## config.mk

```make
export PLATFORM = sky130hd
export DESIGN_NAME = variable_partition_allocator_core_flat
export DESIGN_NICKNAME = d
export VERILOG_FILES = /design/src/hw/rtl/vpa_pkg.sv /design/src/hw/rtl/vpa_if.sv /design/src/hw/rtl/variable_partition_allocator_core.sv /design/src/flat_wrapper.sv
export SDC_FILE = /design/constraint.sdc
export NUM_CORES = 2
export LEC_CHECK = 0
export BUFFER_PORTS_ARGS = -buffer_cell sky130_fd_sc_hd__buf_2
export CAP_MARGIN = 25
export CELL_PAD_IN_SITES_DETAIL_PLACEMENT = 1
export CELL_PAD_IN_SITES_GLOBAL_PLACEMENT = 2
export CORE_MARGIN = 5
export CORE_UTILIZATION = 48
export CTS_CLUSTER_DIAMETER = 40
export CTS_CLUSTER_SIZE = 8
export DETAILED_ROUTE_END_ITERATION = 8
export PLACE_DENSITY = 0.86
export RECOVER_POWER = 50
export SLEW_MARGIN = 20
export SYNTH_ARGS = -nofsm -noshare
export SYNTH_HDL_FRONTEND = slang
export SYNTH_SLANG_ARGS = --single-unit
```

## constraint.sdc

```tcl
create_clock -name clk -period 9.9 [get_ports clk]
set_input_delay 2.97 -clock clk [delete_from_list [all_inputs] [get_ports clk]]
set_output_delay 2.97 -clock clk [all_outputs]
set_load 0.05 [all_outputs]
```

## src/hw/rtl/vpa_pkg.sv

```systemverilog
// ----------------------------------------------------------------------------
// vpa_pkg
// Shared types and constants for the variable partition allocator.
// ----------------------------------------------------------------------------
package vpa_pkg;

  localparam int unsigned ADDR_W            = 16;
  localparam int unsigned OWNER_SLOTS_DEF   = 32;
  localparam int unsigned HOLE_SLOTS_DEF    = 33;
  localparam logic [ADDR_W-1:0] POOL_DEF    = 16'd1024;

  localparam logic OP_ALLOC = 1'b0;
  localparam logic OP_FREE  = 1'b1;

  localparam logic [2:0] ST_OK        = 3'd0;
  localparam logic [2:0] ST_BAD_SIZE  = 3'd1;
  localparam logic [2:0] ST_NO_FIT    = 3'd2;
  localparam logic [2:0] ST_TBL_FULL  = 3'd3;
  localparam logic [2:0] ST_NO_OWNER  = 3'd4;

  localparam logic [1:0] FIT_BEST  = 2'd0;
  localparam logic [1:0] FIT_WORST = 2'd1;
  localparam logic [1:0] FIT_FIRST = 2'd2;

  localparam logic REG_FIT  = 1'b0;
  localparam logic REG_POOL = 1'b1;

  typedef struct packed {
    logic [ADDR_W-1:0] start;
    logic [ADDR_W-1:0] len;
  } hole_ent_t;

  typedef struct packed {
    logic [ADDR_W-1:0] id;
    logic [ADDR_W-1:0] start;
    logic [ADDR_W-1:0] len;
  } owner_ent_t;

  typedef enum logic [2:0] {
    S_IDLE,
    S_ASCAN,
    S_AWR,
    S_OSCAN,
    S_HSCAN,
    S_FWR,
    S_DONE
  } state_t;

endpackage

```

## src/hw/rtl/vpa_if.sv

```systemverilog
// ----------------------------------------------------------------------------
// vpa_if
// Request and response channels of the allocator (valid/ready).
// ----------------------------------------------------------------------------
interface vpa_req_if import vpa_pkg::*; ();
  logic              valid;
  logic              ready;
  logic              opcode;
  logic [ADDR_W-1:0] req_size;
  logic [ADDR_W-1:0] owner_id;

  modport source (output valid, output opcode, output req_size, output owner_id,
                  input ready);
  modport sink   (input valid, input opcode, input req_size, input owner_id,
                  output ready);
endinterface

interface vpa_rsp_if import vpa_pkg::*; ();
  logic              valid;
  logic              ready;
  logic [2:0]        status;
  logic [ADDR_W-1:0] assigned_id;
  logic [ADDR_W-1:0] start_address;
  logic [ADDR_W-1:0] block_size;

  modport source (output valid, output status, output assigned_id,
                  output start_address, output block_size, input ready);
  modport sink   (input valid, input status, input assigned_id,
                  input start_address, input block_size, output ready);
endinterface

```

## src/hw/rtl/variable_partition_allocator_core.sv

```systemverilog
// ----------------------------------------------------------------------------
// variable_partition_allocator_core
// Memory pool allocator: best/worst/first fit placement, coalescing on free.
// ----------------------------------------------------------------------------
// Holes and owner records live in two single-port-read synchronous memories;
// each request walks them one entry per cycle. An allocate makes one
// hole-table pass plus write-back, a rejected allocate goes straight to its
// result, and a free does an owner search, then a hole pass to find both
// neighbors. The memory read port sets the pace. A finished result sits in
// the output register, so the next request is taken while it waits.
// No clearing pass is needed after reset.
module variable_partition_allocator_core
  import vpa_pkg::*;
#(
  parameter int unsigned OWNER_SLOTS = OWNER_SLOTS_DEF,
  parameter int unsigned HOLE_SLOTS  = HOLE_SLOTS_DEF
) (
  input  logic        clk,
  input  logic        rst_n,
  vpa_req_if.sink     in_chan,
  vpa_rsp_if.source   out_chan,
  input  logic        cfg_psel,
  input  logic        cfg_penable,
  input  logic        cfg_pwrite,
  input  logic [2:0]  cfg_paddr,
  input  logic [31:0] cfg_pwdata,
  output logic [31:0] cfg_prdata,
  output logic        cfg_pready
);

  localparam int unsigned OIW = (OWNER_SLOTS > 1) ? $clog2(OWNER_SLOTS) : 1;
  localparam int unsigned HIW = (HOLE_SLOTS > 1) ? $clog2(HOLE_SLOTS) : 1;
  localparam int unsigned MW  = (OIW > HIW) ? OIW : HIW;
  localparam int unsigned CW  = MW + 1;
  localparam logic [CW-1:0] HOLE_END  = CW'(HOLE_SLOTS);
  localparam logic [CW-1:0] OWNER_END = CW'(OWNER_SLOTS);

  // memories
  hole_ent_t  hole_mem [HOLE_SLOTS];
  owner_ent_t own_mem  [OWNER_SLOTS];
  hole_ent_t  hole_rd_r;
  owner_ent_t own_rd_r;
  logic [HIW-1:0] hole_ra;
  logic [OIW-1:0] own_ra;
  logic           hole_we;
  logic [HIW-1:0] hole_wa;
  hole_ent_t      hole_wd;
  logic           own_we;
  logic [OIW-1:0] own_wa;
  owner_ent_t     own_wd;

  always_ff @(posedge clk) begin
    if (hole_we) begin
      hole_mem[hole_wa] <= hole_wd;
    end
    hole_rd_r <= hole_mem[hole_ra];
  end

  always_ff @(posedge clk) begin
    if (own_we) begin
      own_mem[own_wa] <= own_wd;
    end
    own_rd_r <= own_mem[own_ra];
  end

  // control state
  state_t             state_r, state_nxt;
  logic [CW-1:0]      cnt_r, cnt_nxt;
  logic [CW-1:0]      ridx_r;
  logic [ADDR_W-1:0]  size_r, size_nxt;
  logic [ADDR_W-1:0]  oid_r, oid_nxt;
  logic [OIW-1:0]     slot_r, slot_nxt;
  logic [ADDR_W-1:0]  id_ctr_r, id_ctr_nxt;
  logic               found_r, found_nxt;
  logic [HIW-1:0]     pk_idx_r, pk_idx_nxt;
  logic [ADDR_W-1:0]  pk_start_r, pk_start_nxt;
  logic [ADDR_W-1:0]  pk_len_r, pk_len_nxt;
  logic               bf_r, bf_nxt;
  logic [HIW-1:0]     bf_idx_r, bf_idx_nxt;
  logic [ADDR_W-1:0]  bf_start_r, bf_start_nxt;
  logic [ADDR_W-1:0]  bf_len_r, bf_len_nxt;
  logic               af_r, af_nxt;
  logic [HIW-1:0]     af_idx_r, af_idx_nxt;
  logic [ADDR_W-1:0]  af_len_r, af_len_nxt;
  logic [HOLE_SLOTS-1:0]  hole_valid_r, hole_valid_nxt;
  logic [OWNER_SLOTS-1:0] owner_valid_r, owner_valid_nxt;
  logic               hole0_fresh_r, hole0_fresh_nxt;
  logic [1:0]         fit_mode_r, fit_mode_nxt;
  logic [ADDR_W-1:0]  pool_size_r, pool_size_nxt;
  logic               out_valid_r, out_valid_nxt;
  logic [2:0]         res_status_r, res_status_nxt, out_status_r;
  logic [ADDR_W-1:0]  res_id_r, res_id_nxt, out_id_r;
  logic [ADDR_W-1:0]  res_start_r, res_start_nxt, out_start_r;
  logic [ADDR_W-1:0]  res_len_r, res_len_nxt, out_len_r;

  // free-slot searches over valid bits
  logic             own_free_any;
  logic [OIW-1:0]   own_free_idx;
  logic             hole_free_any;
  logic [HIW-1:0]   hole_free_idx;

  always_comb begin
    own_free_any = 1'b0;
    own_free_idx = '0;
    for (int i = OWNER_SLOTS - 1; i >= 0; i--) begin
      if (!owner_valid_r[i]) begin
        own_free_any = 1'b1;
        own_free_idx = OIW'(i);
      end
    end
    hole_free_any = 1'b0;
    hole_free_idx = '0;
    for (int i = HOLE_SLOTS - 1; i >= 0; i--) begin
      if (!hole_valid_r[i]) begin
        hole_free_any = 1'b1;
        hole_free_idx = HIW'(i);
      end
    end
  end

  // hole entry 0 reads as the whole pool until first written
  hole_ent_t hd;
  always_comb begin
    hd = hole_rd_r;
    if (ridx_r[HIW-1:0] == '0 && hole0_fresh_r) begin
      hd.start = '0;
      hd.len   = pool_size_r;
    end
  end

  logic [HIW-1:0]  rh;
  logic [OIW-1:0]  ro;
  logic [ADDR_W:0] hole_end_w;
  logic [ADDR_W:0] blk_end_w;
  logic            cand;
  logic            better;
  logic            cfg_wr;
  logic            in_xfer;
  logic            out_load;

  assign rh         = ridx_r[HIW-1:0];
  assign ro         = ridx_r[OIW-1:0];
  assign hole_end_w = {1'b0, hd.start} + {1'b0, hd.len};
  assign blk_end_w  = {1'b0, pk_start_r} + {1'b0, pk_len_r};
  assign cand       = hole_valid_r[rh] && (hd.len >= size_r);
  assign cfg_wr     = cfg_psel && cfg_penable && cfg_pwrite;
  assign in_xfer    = in_chan.valid && in_chan.ready;
  assign in_chan.ready = (state_r == S_IDLE);
  assign hole_ra    = (cnt_r < HOLE_END)  ? cnt_r[HIW-1:0] : '0;
  assign own_ra     = (cnt_r < OWNER_END) ? cnt_r[OIW-1:0] : '0;

  always_comb begin
    unique case (fit_mode_r)
      FIT_WORST: better = (hd.len > pk_len_r) ||
                          (hd.len == pk_len_r && hd.start < pk_start_r);
      FIT_FIRST: better = hd.start < pk_start_r;
      default:   better = (hd.len < pk_len_r) ||
                          (hd.len == pk_len_r && hd.start < pk_start_r);
    endcase
  end

  always_comb begin
    state_nxt       = state_r;
    cnt_nxt         = cnt_r;
    size_nxt        = size_r;
    oid_nxt         = oid_r;
    slot_nxt        = slot_r;
    id_ctr_nxt      = id_ctr_r;
    found_nxt       = found_r;
    pk_idx_nxt      = pk_idx_r;
    pk_start_nxt    = pk_start_r;
    pk_len_nxt      = pk_len_r;
    bf_nxt          = bf_r;
    bf_idx_nxt      = bf_idx_r;
    bf_start_nxt    = bf_start_r;
    bf_len_nxt      = bf_len_r;
    af_nxt          = af_r;
    af_idx_nxt      = af_idx_r;
    af_len_nxt      = af_len_r;
    hole_valid_nxt  = hole_valid_r;
    owner_valid_nxt = owner_valid_r;
    hole0_fresh_nxt = hole0_fresh_r;
    fit_mode_nxt    = fit_mode_r;
    pool_size_nxt   = pool_size_r;
    res_status_nxt  = res_status_r;
    res_id_nxt      = res_id_r;
    res_start_nxt   = res_start_r;
    res_len_nxt     = res_len_r;
    hole_we         = 1'b0;
    hole_wa         = '0;
    hole_wd         = '0;
    own_we          = 1'b0;
    own_wa          = '0;
    own_wd          = '0;
    out_load        = 1'b0;

    unique case (state_r)
      S_IDLE: begin
        if (in_xfer) begin
          size_nxt  = in_chan.req_size;
          oid_nxt   = in_chan.owner_id;
          cnt_nxt   = '0;
          found_nxt = 1'b0;
          bf_nxt    = 1'b0;
          af_nxt    = 1'b0;
          res_start_nxt = '0;
          res_len_nxt   = '0;
          if (in_chan.opcode == OP_FREE) begin
            state_nxt = S_OSCAN;
          end else if (in_chan.req_size == '0 || in_chan.req_size > pool_size_r ||
                       !(|hole_valid_r)) begin
            res_status_nxt = ST_BAD_SIZE;
            res_id_nxt     = '0;
            state_nxt      = S_DONE;
          end else if (!own_free_any) begin
            res_status_nxt = ST_TBL_FULL;
            res_id_nxt     = '0;
            state_nxt      = S_DONE;
          end else begin
            slot_nxt   = own_free_idx;
            id_ctr_nxt = id_ctr_r + 1'b1;
            state_nxt  = S_ASCAN;
          end
        end
      end

      S_ASCAN: begin
        cnt_nxt = cnt_r + 1'b1;
        if (cnt_r != '0 && cand && (!found_r || better)) begin
          found_nxt    = 1'b1;
          pk_idx_nxt   = rh;
          pk_start_nxt = hd.start;
          pk_len_nxt   = hd.len;
        end
        if (cnt_r == HOLE_END) begin
          state_nxt = S_AWR;
        end
      end

      S_AWR: begin
        res_id_nxt = id_ctr_r;
        if (!found_r) begin
          res_status_nxt = ST_NO_FIT;
        end else begin
          own_we   = 1'b1;
          own_wa   = slot_r;
          own_wd   = '{id: id_ctr_r, start: pk_start_r, len: size_r};
          owner_valid_nxt[slot_r] = 1'b1;
          if (pk_len_r == size_r) begin
            hole_valid_nxt[pk_idx_r] = 1'b0;
          end else begin
            hole_we = 1'b1;
            hole_wa = pk_idx_r;
            hole_wd = '{start: pk_start_r + size_r, len: pk_len_r - size_r};
          end
          res_status_nxt = ST_OK;
          res_start_nxt  = pk_start_r;
          res_len_nxt    = size_r;
        end
        state_nxt = S_DONE;
      end

      S_OSCAN: begin
        cnt_nxt = cnt_r + 1'b1;
        if (cnt_r != '0 && !found_r && owner_valid_r[ro] && own_rd_r.id == oid_r) begin
          found_nxt    = 1'b1;
          slot_nxt     = ro;
          pk_start_nxt = own_rd_r.start;
          pk_len_nxt   = own_rd_r.len;
        end
        // last entry is compared in this same cycle
        if (cnt_r == OWNER_END) begin
          cnt_nxt    = '0;
          res_id_nxt = oid_r;
          if (!found_nxt) begin
            res_status_nxt = ST_NO_OWNER;
            state_nxt      = S_DONE;
          end else begin
            owner_valid_nxt[slot_nxt] = 1'b0;
            state_nxt = S_HSCAN;
          end
        end
      end

      S_HSCAN: begin
        cnt_nxt = cnt_r + 1'b1;
        if (cnt_r != '0 && hole_valid_r[rh]) begin
          if (!bf_r && hole_end_w == {1'b0, pk_start_r}) begin
            bf_nxt       = 1'b1;
            bf_idx_nxt   = rh;
            bf_start_nxt = hd.start;
            bf_len_nxt   = hd.len;
          end
          if (!af_r && {1'b0, hd.start} == blk_end_w) begin
            af_nxt     = 1'b1;
            af_idx_nxt = rh;
            af_len_nxt = hd.len;
          end
        end
        if (cnt_r == HOLE_END) begin
          state_nxt = S_FWR;
        end
      end

      S_FWR: begin
        if (bf_r) begin
          hole_we = 1'b1;
          hole_wa = bf_idx_r;
          hole_wd = '{start: bf_start_r,
                      len: bf_len_r + pk_len_r + (af_r ? af_len_r : '0)};
          if (af_r) begin
            hole_valid_nxt[af_idx_r] = 1'b0;
          end
        end else if (af_r) begin
          hole_we = 1'b1;
          hole_wa = af_idx_r;
          hole_wd = '{start: pk_start_r, len: af_len_r + pk_len_r};
        end else if (hole_free_any) begin
          hole_we = 1'b1;
          hole_wa = hole_free_idx;
          hole_wd = '{start: pk_start_r, len: pk_len_r};
          hole_valid_nxt[hole_free_idx] = 1'b1;
        end
        res_status_nxt = ST_OK;
        res_start_nxt  = pk_start_r;
        res_len_nxt    = pk_len_r;
        state_nxt      = S_DONE;
      end

      S_DONE: begin
        if (!out_valid_r || out_chan.ready) begin
          out_load  = 1'b1;
          state_nxt = S_IDLE;
        end
      end

      default: state_nxt = S_IDLE;
    endcase

    if (hole_we && hole_wa == '0) begin
      hole0_fresh_nxt = 1'b0;
    end

    // register writes are to arrive only while idle; the block does not enforce it
    if (cfg_wr) begin
      unique case (cfg_paddr[2])
        REG_FIT: fit_mode_nxt = cfg_pwdata[1:0];
        REG_POOL: begin
          if (cfg_pwdata[ADDR_W-1:0] != '0 && !(|owner_valid_r)) begin
            pool_size_nxt   = cfg_pwdata[ADDR_W-1:0];
            hole_valid_nxt  = HOLE_SLOTS'(1);
            hole0_fresh_nxt = 1'b1;
          end
        end
        default: ;
      endcase
    end

    out_valid_nxt = (out_valid_r && !out_chan.ready) || out_load;
  end

  always_ff @(posedge clk) begin
    if (!rst_n) begin
      state_r       <= S_IDLE;
      cnt_r         <= '0;
      id_ctr_r      <= '0;
      hole_valid_r  <= HOLE_SLOTS'(1);
      owner_valid_r <= '0;
      hole0_fresh_r <= 1'b1;
      fit_mode_r    <= FIT_BEST;
      pool_size_r   <= POOL_DEF;
      out_valid_r   <= 1'b0;
      found_r       <= 1'b0;
      bf_r          <= 1'b0;
      af_r          <= 1'b0;
    end else begin
      state_r       <= state_nxt;
      cnt_r         <= cnt_nxt;
      id_ctr_r      <= id_ctr_nxt;
      hole_valid_r  <= hole_valid_nxt;
      owner_valid_r <= owner_valid_nxt;
      hole0_fresh_r <= hole0_fresh_nxt;
      fit_mode_r    <= fit_mode_nxt;
      pool_size_r   <= pool_size_nxt;
      out_valid_r   <= out_valid_nxt;
      found_r       <= found_nxt;
      bf_r          <= bf_nxt;
      af_r          <= af_nxt;
    end
  end

  always_ff @(posedge clk) begin
    ridx_r       <= cnt_r;
    size_r       <= size_nxt;
    oid_r        <= oid_nxt;
    slot_r       <= slot_nxt;
    pk_idx_r     <= pk_idx_nxt;
    pk_start_r   <= pk_start_nxt;
    pk_len_r     <= pk_len_nxt;
    bf_idx_r     <= bf_idx_nxt;
    bf_start_r   <= bf_start_nxt;
    bf_len_r     <= bf_len_nxt;
    af_idx_r     <= af_idx_nxt;
    af_len_r     <= af_len_nxt;
    res_status_r <= res_status_nxt;
    res_id_r     <= res_id_nxt;
    res_start_r  <= res_start_nxt;
    res_len_r    <= res_len_nxt;
    if (out_load) begin
      out_status_r <= res_status_r;
      out_id_r     <= res_id_r;
      out_start_r  <= res_start_r;
      out_len_r    <= res_len_r;
    end
  end

  assign out_chan.valid         = out_valid_r;
  assign out_chan.status        = out_status_r;
  assign out_chan.assigned_id   = out_id_r;
  assign out_chan.start_address = out_start_r;
  assign out_chan.block_size    = out_len_r;

  assign cfg_pready = 1'b1;
  assign cfg_prdata = (cfg_paddr[2] == REG_POOL) ? {16'd0, pool_size_r}
                                                 : {30'd0, fit_mode_r};

endmodule
```

## src/flat_wrapper.sv

```systemverilog
// flat-port wrapper written by rule: the top's interface ports become plain ports
module variable_partition_allocator_core_flat import vpa_pkg::*;
#(
  parameter int unsigned OWNER_SLOTS = OWNER_SLOTS_DEF,
  parameter int unsigned HOLE_SLOTS  = HOLE_SLOTS_DEF
)
  (clk, rst_n, cfg_psel, cfg_penable, cfg_pwrite, cfg_paddr, cfg_pwdata, cfg_prdata, cfg_pready, in_chan_valid, in_chan_opcode, in_chan_req_size, in_chan_owner_id, in_chan_ready, out_chan_valid, out_chan_status, out_chan_assigned_id, out_chan_start_address, out_chan_block_size, out_chan_ready);
  vpa_req_if in_chan_i ();
  vpa_rsp_if out_chan_i ();
  input  logic clk;
  input  logic rst_n;
  input  logic cfg_psel;
  input  logic cfg_penable;
  input  logic cfg_pwrite;
  input  logic [2:0] cfg_paddr;
  input  logic [31:0] cfg_pwdata;
  output logic [31:0] cfg_prdata;
  output logic cfg_pready;
  input wire logic [$bits(in_chan_i.valid)-1:0] in_chan_valid;
  input wire logic [$bits(in_chan_i.opcode)-1:0] in_chan_opcode;
  input wire logic [$bits(in_chan_i.req_size)-1:0] in_chan_req_size;
  input wire logic [$bits(in_chan_i.owner_id)-1:0] in_chan_owner_id;
  output wire logic [$bits(in_chan_i.ready)-1:0] in_chan_ready;
  output wire logic [$bits(out_chan_i.valid)-1:0] out_chan_valid;
  output wire logic [$bits(out_chan_i.status)-1:0] out_chan_status;
  output wire logic [$bits(out_chan_i.assigned_id)-1:0] out_chan_assigned_id;
  output wire logic [$bits(out_chan_i.start_address)-1:0] out_chan_start_address;
  output wire logic [$bits(out_chan_i.block_size)-1:0] out_chan_block_size;
  input wire logic [$bits(out_chan_i.ready)-1:0] out_chan_ready;
  assign in_chan_i.valid = in_chan_valid;
  assign in_chan_i.opcode = in_chan_opcode;
  assign in_chan_i.req_size = in_chan_req_size;
  assign in_chan_i.owner_id = in_chan_owner_id;
  assign in_chan_ready = in_chan_i.ready;
  assign out_chan_valid = out_chan_i.valid;
  assign out_chan_status = out_chan_i.status;
  assign out_chan_assigned_id = out_chan_i.assigned_id;
  assign out_chan_start_address = out_chan_i.start_address;
  assign out_chan_block_size = out_chan_i.block_size;
  assign out_chan_i.ready = out_chan_ready;
  variable_partition_allocator_core #(.OWNER_SLOTS(OWNER_SLOTS), .HOLE_SLOTS(HOLE_SLOTS)) u_core (.clk(clk), .rst_n(rst_n), .in_chan(in_chan_i), .out_chan(out_chan_i), .cfg_psel(cfg_psel), .cfg_penable(cfg_penable), .cfg_pwrite(cfg_pwrite), .cfg_paddr(cfg_paddr), .cfg_pwdata(cfg_pwdata), .cfg_prdata(cfg_prdata), .cfg_pready(cfg_pready));
endmodule
```

Yosys cells after proc, flatten, opt, wreduce, memory -nomap -nowiden

Memories as Yosys holds them, arrays and structs flattened. A register that Yosys moved wholly into a read port is not among the register bits.
Index checks and enable logic that the tools add are counted.
Widths: inputs -> output; s select.

Flip-flop bits (word level): 357
Memory bits (writable): 2592
Input port bits: 75
Output and inout port bits: 86
Word-level logic and storage cells: 432
Memories: 2

Add/sub/neg operators: 9
Order comparisons: 19
Equal/unequal tests: 32
Multiplexer cells: 254
Bitwise gates (word level): 11
Reduce and logical (&&, ||, !) cells: 73

Memory list:

| memory          | depth | width | rd ports | clocked after memory_dff | wr ports | RTL line                                | RTL |
|---|---|---|---|---|---|---|---|
| u_core.own_mem  | 32    | 48    | 1        | 1                        | 1        | variable_partition_allocator_core.sv:40 | `owner_ent_t own_mem [OWNER_SLOTS];` |
| u_core.hole_mem | 33    | 32    | 1        | 1                        | 1        | variable_partition_allocator_core.sv:39 | `hole_ent_t hole_mem [HOLE_SLOTS];` |

Operators by type and width:

| cell             | count |
|---|---|
| $mux 33          | 9 |
| $mux 32          | 9 |
| $mux 6           | 39 |
| $mux 16          | 14 |
| $mux 5           | 41 |
| $pmux 16 s3      | 3 |
| $pmux 32 s2      | 2 |
| $mux 1           | 97 |
| $mux 48          | 2 |
| $and 33x33->33   | 2 |
| $not 33->33      | 2 |
| $pmux 33 s2      | 1 |
| $add 16x16->16   | 4 |
| $pmux 16 s2      | 2 |
| $eq 16x16->1     | 3 |
| $mux 3           | 14 |
| $add 16x16->17   | 2 |
| $or 33x33->33    | 1 |
| $reduce_or 33->1 | 1 |
| $and 32x32->32   | 1 |
| $gt 16x16->1     | 2 |
| $lt 16x16->1     | 2 |
| $not 32->32      | 1 |
| $or 32x32->32    | 1 |
| other kinds (52) | 143 |

Longest topological paths before layout

Depth after elaboration: 45
Gate-level depth with buffers: 19
Mapped depth without buffers: 15

Worst setup path before layout

OpenSTA, ideal clock, no wires.

Kind: reg2reg
Start: register u_core.ridx_r[1]
End: register u_core.bf_idx_r[0] (enable)
Library setup time: 494 ps
Data arrival time: 6939 ps
Slack: 2467 ps
Cell stages (with the launch flop): 19
Buffers on the path: 4
Clock period less this slack: 7433 ps
Path through: dfxtp_1 > buf_6 > or4_4 > or2_4 > buf_6 > clkbuf_1 > clkbuf_1 > mux2i_1 > inv_1 > ha_1 > fa_1 > a21o_1 > a21oi_1 > o21ai_0 > o41ai_1 > xnor2_1 > and3b_1 > nand4_1 > a211oi_1

RTL lines:

| what                   | RTL line                                 | RTL |
|---|---|---|
| from (decl)            | variable_partition_allocator_core.sv:69  | `logic [CW-1:0] ridx_r;` |
| from (signal assigned) | variable_partition_allocator_core.sv:393 | `ridx_r <= cnt_r;` |
| to (signal assigned)   | variable_partition_allocator_core.sv:400 | `bf_idx_r <= bf_idx_nxt;` |
| to (decl)              | variable_partition_allocator_core.sv:79  | `logic [HIW-1:0] bf_idx_r, bf_idx_nxt;` |

Worst setup path after layout

Start: register u_core.state_r[1]
End: memory u_core.hole_mem[12][30] (netlist name) (enable)

Cells in the longest elaborated chain, start to end: 4

Ends and longest elaborated chain:

| what                                     | RTL line                                 | RTL |
|---|---|---|
| from (decl)                              | variable_partition_allocator_core.sv:67  | `state_t state_r, state_nxt;` |
| from (signal assigned)                   | variable_partition_allocator_core.sv:377 | `state_r <= state_nxt;` |
| $eq 3x3->1 or $eq 3x2->1 (tied branches) | variable_partition_allocator_core.sv:197 | `unique case (state_r)` |
| $pmux 1 s2                               | variable_partition_allocator_core.sv:197 |  |
| $mux 1                                   | variable_partition_allocator_core.sv:53  | `if (hole_we) begin` |
| $mux 1 (implied by the code)             | variable_partition_allocator_core.sv:54  | `hole_mem[hole_wa] <= hole_wd;` |
| to (decl)                                | variable_partition_allocator_core.sv:39  |  |

Parallel ways exist; a longest one is shown, timed or not.

==> impl_metrics.toml <==
[routing]
drt_iter0_drc = 11100
viasPerCell = 6.73
drc = 0
dr.pass1.iters = 8
vias = 77200
wl_per_cell_um = 35.6
postRouteAntennaNets = 0
routed_wl_um = 408000

[finish]
area_growth_pct = 15.5
layout.cells.most_common_list = "2829 x edfxtp_1, 490 x o21ai_0, 488 x mux4_2"
final_util_pct = 55.5
drive_gt1_share_pct = 17.5
nets = 7997
design_area_um2 = 142000
layout_commonest_cell = "edfxtp_1"

[clocking]
h-tree-depth = 5
cts_tree = "done"
insertion_delay_ps = 950
cts_setup_buffers = 0
postCtsResizedCells = 0
clockBufferDepth = 4
cts-hold-fix-buffers = 0
cts-root-buf = "clkbuf_16"
clkTransAtPathRegs_ps = 50
numCtsBuffers = 462
clock-sinks = 3029

[status]
status = "finished with violations"
violations = "max-capacitance violations, max-slew violations"

[flow_run]
maxCapViolations = 59

[synth]
synthDistinctLibCells = 93
yosys.area.top_type_share_pct = 69.0
synth_edf_count = 2829
synth_area_leaders = "edfxtp_1 69%, mux4_2 8.9%, dfxtp_1 3.2%, o221ai_1 2.4%, o21ai_0 2.0%"
synth-seq-cells = 3029
ys_seq_area_share_pct = 72.2
ys.warnings.count = 0
syn_avg_cell_area_um2 = 16.7
synthFlopType = "edfxtp_1"
post-synth-top-area-cell = "edfxtp_1"
synth_area_um2 = 123000
syn_inst = 7371
async_flop_share_pct = 0

[sta]
finalMaxSlewViolations = 1584
fin_hold_ws_ps = 398
finalClockSkew_ps = 101
period_needed_ps = 7820
hold_violations = 0
tightest_slew_ps = 3430
timing.fmax_ghz = 0.128
tns_ps = 0
period_share_pct = 79.0
finalSetupViolations = 0
rsz0062_at_grt = "no"
slew_headroom_pct = -129

[floorplan]
die_height_um = 517
floorplan.initialDensity_pct = 48.1
die_area_um2 = 267000
io_pins = 161
core-area_um2 = 256000
dieWidth_um = 517
rows = 186

[grt]
grt_pass1_wl_um = 582000
use_met1_pct = 40.2
globalRouteMet3Util_pct = 6.91
grt_max_degree = 154
grt_overflow = 0
met2_usage_pct = 47.8
antenna_found_initial = 23
first_global_vias = 79900
track_usage_pct = 30.2
grt_busiest_layer = "met2"

[setup_path]
cp-start-kind = "flip-flop"
critical_path.slowest_cell = "or3_1"
cp_slowest_stage_delay_ps = 1090
r2r_cells = 8
arrival_ps = 8320
r2r-start = "u_core.state_r[1]"
path_class = "reg2reg"
worst_setup_path_end_kind = "flip-flop"
reg2reg_slack_ps = 2080
required_ps = 10410
crit_chain = "inv_1 -> or3_1 -> nor2_1 -> and2_0 -> a32oi_1 -> nand3b_1 -> nor2_4 -> buf_4"
crit_path_max_fanout = 21
critPathBufInv = 2
rr_endpoint = "u_core.hole_mem[12][30]"
critPathTopFamily = "simple AND/OR/NAND/NOR gates"

[pwr]
switching_share_pct = 27.1
combPwrFrac_pct = 14.8
powerDensity_nw_per_um2 = 245
seqPwrFrac_pct = 42.7
peakVddDrop_uv = 177
switchingPower_mw = 9.45
leakage_nw = 46.8
intPower_mw = 25.5
clkPwrFrac_pct = 42.5

[placed_design]
place.gp.congestion = 0.936
dp_hpwl_um = 233000
dpl_cell_area_um2 = 129000
portBuffers = 125

[hold_path]
holdCritPathClass = "reg2reg"
hold_path_depth = 0
whs_endpoint = "u_core.out_chan.assigned_id[13]"
min-delay-start = "u_core.res_id_r[13]"
-- routing by layer --
layer / share of wire (%) / vias to the layer above
li1: - / 30800
met1: 37 / 40000
met2: 47 / 5328
met3: 11 / 1039
met4: 5.0 / 6
met5: 0.0083 / -
-- state kept, by name (all words and copies together), names as in the netlist, 32 cells and up --
register	cells
u_core.hole_valid_r	33
u_core.hole_mem	1056
u_core.own_mem	1536
u_core.own_rd_r	48
u_core.owner_valid_r	32
u_core.hole_rd_r	32
-- worst max-delay path by stage --
| stage | cells past startpoint | from | endpoint |
|---|---|---|---|
| after CTS | 3 | cfg_paddr[2] | cfg_prdata[1] |
| after global routing | 7 | u_core.cnt_r[0] | u_core.hole_rd_r[6] |
| final | 8 | u_core.state_r[1] | u_core.hole_mem[12][30] |
| after floorplan | 18 | u_core.ridx_r[1] | u_core.bf_idx_r[0] |
| after detailed placement | 3 | cfg_paddr[2] | cfg_prdata[1] |
| after global placement | 3 | cfg_paddr[2] | cfg_prdata[1] |
-- cell usage after synthesis, types with 50 or more instances --
library cell	instances
clkbuf_1	339
xor2_1	56
ha_1	158
o22ai_1	352
o21ai_0	491
nand2_1	417
edfxtp_1	2829
a21oi_1	175
dfxtp_1	200
xnor2_1	74
nor3_1	91
buf_1	79
inv_1	120
o221ai_1	335
and2_1	51
mux4_2	488
nor2_1	291
a31oi_1	62
nand3_1	77
nand4_1	50
-- through the flow --
step                      power (mW)  setup slack [ps]  std cells
final                           34.9              2080      11500
after global routing            36.1              1590      11500
after CTS                       35.0              2690      11500
after detailed placement        20.2              2690      10700
after global placement          20.0              2710      10600
after floorplan                 18.3              2470       7386
-- cell type report --
cell class                 instances  area, um^2
inverter                         124         465
tap                             3384        4230
clock buffer                     714       12800
antenna                           12        30.0
timing repair buffer             365        2220
multi-input combinational       3761       32400
sequential                      3029       89000
fill                           23100      114000
clock inverter                    84        1130
-- kinds of logic (layout without fill, tap and decap cells) --
| group | after synthesis | count (layout) | synth area share [%] |
|---|---|---|---|
| multiplexers | 547 | 547 | 9.42 |
| adder cells (fa/ha/maj) | 179 | 179 | 1.95 |
| AO/OA/AOI/OAI | 1687 | 1687 | 8.98 |
| AND/OR/NAND/NOR | 1200 | 1200 | 4.58 |
| XOR/XNOR | 131 | 131 | 0.937 |
| flip-flops | 3029 | 3029 | 72.2 |
| buffers and inverters | 596 | 1287 | 1.93 |
| other | 2 | 29 | 0.00610 |
-- power groups by stage --
stage | combinational [mW] | clock (mW) | sequential [mW]
2_1_floorplan | 3.28 | 0 | 15.0
3_3_place_gp | 4.87 | 0 | 15.1
3_5_place_dp | 5.06 | 0 | 15.1
4_1_cts | 5.16 | 15.0 | 14.9
5_1_grt | 5.42 | 15.7 | 14.9
6_report | 5.16 | 14.8 | 14.9
Note: power is estimated with default switching activity, not from simulation.
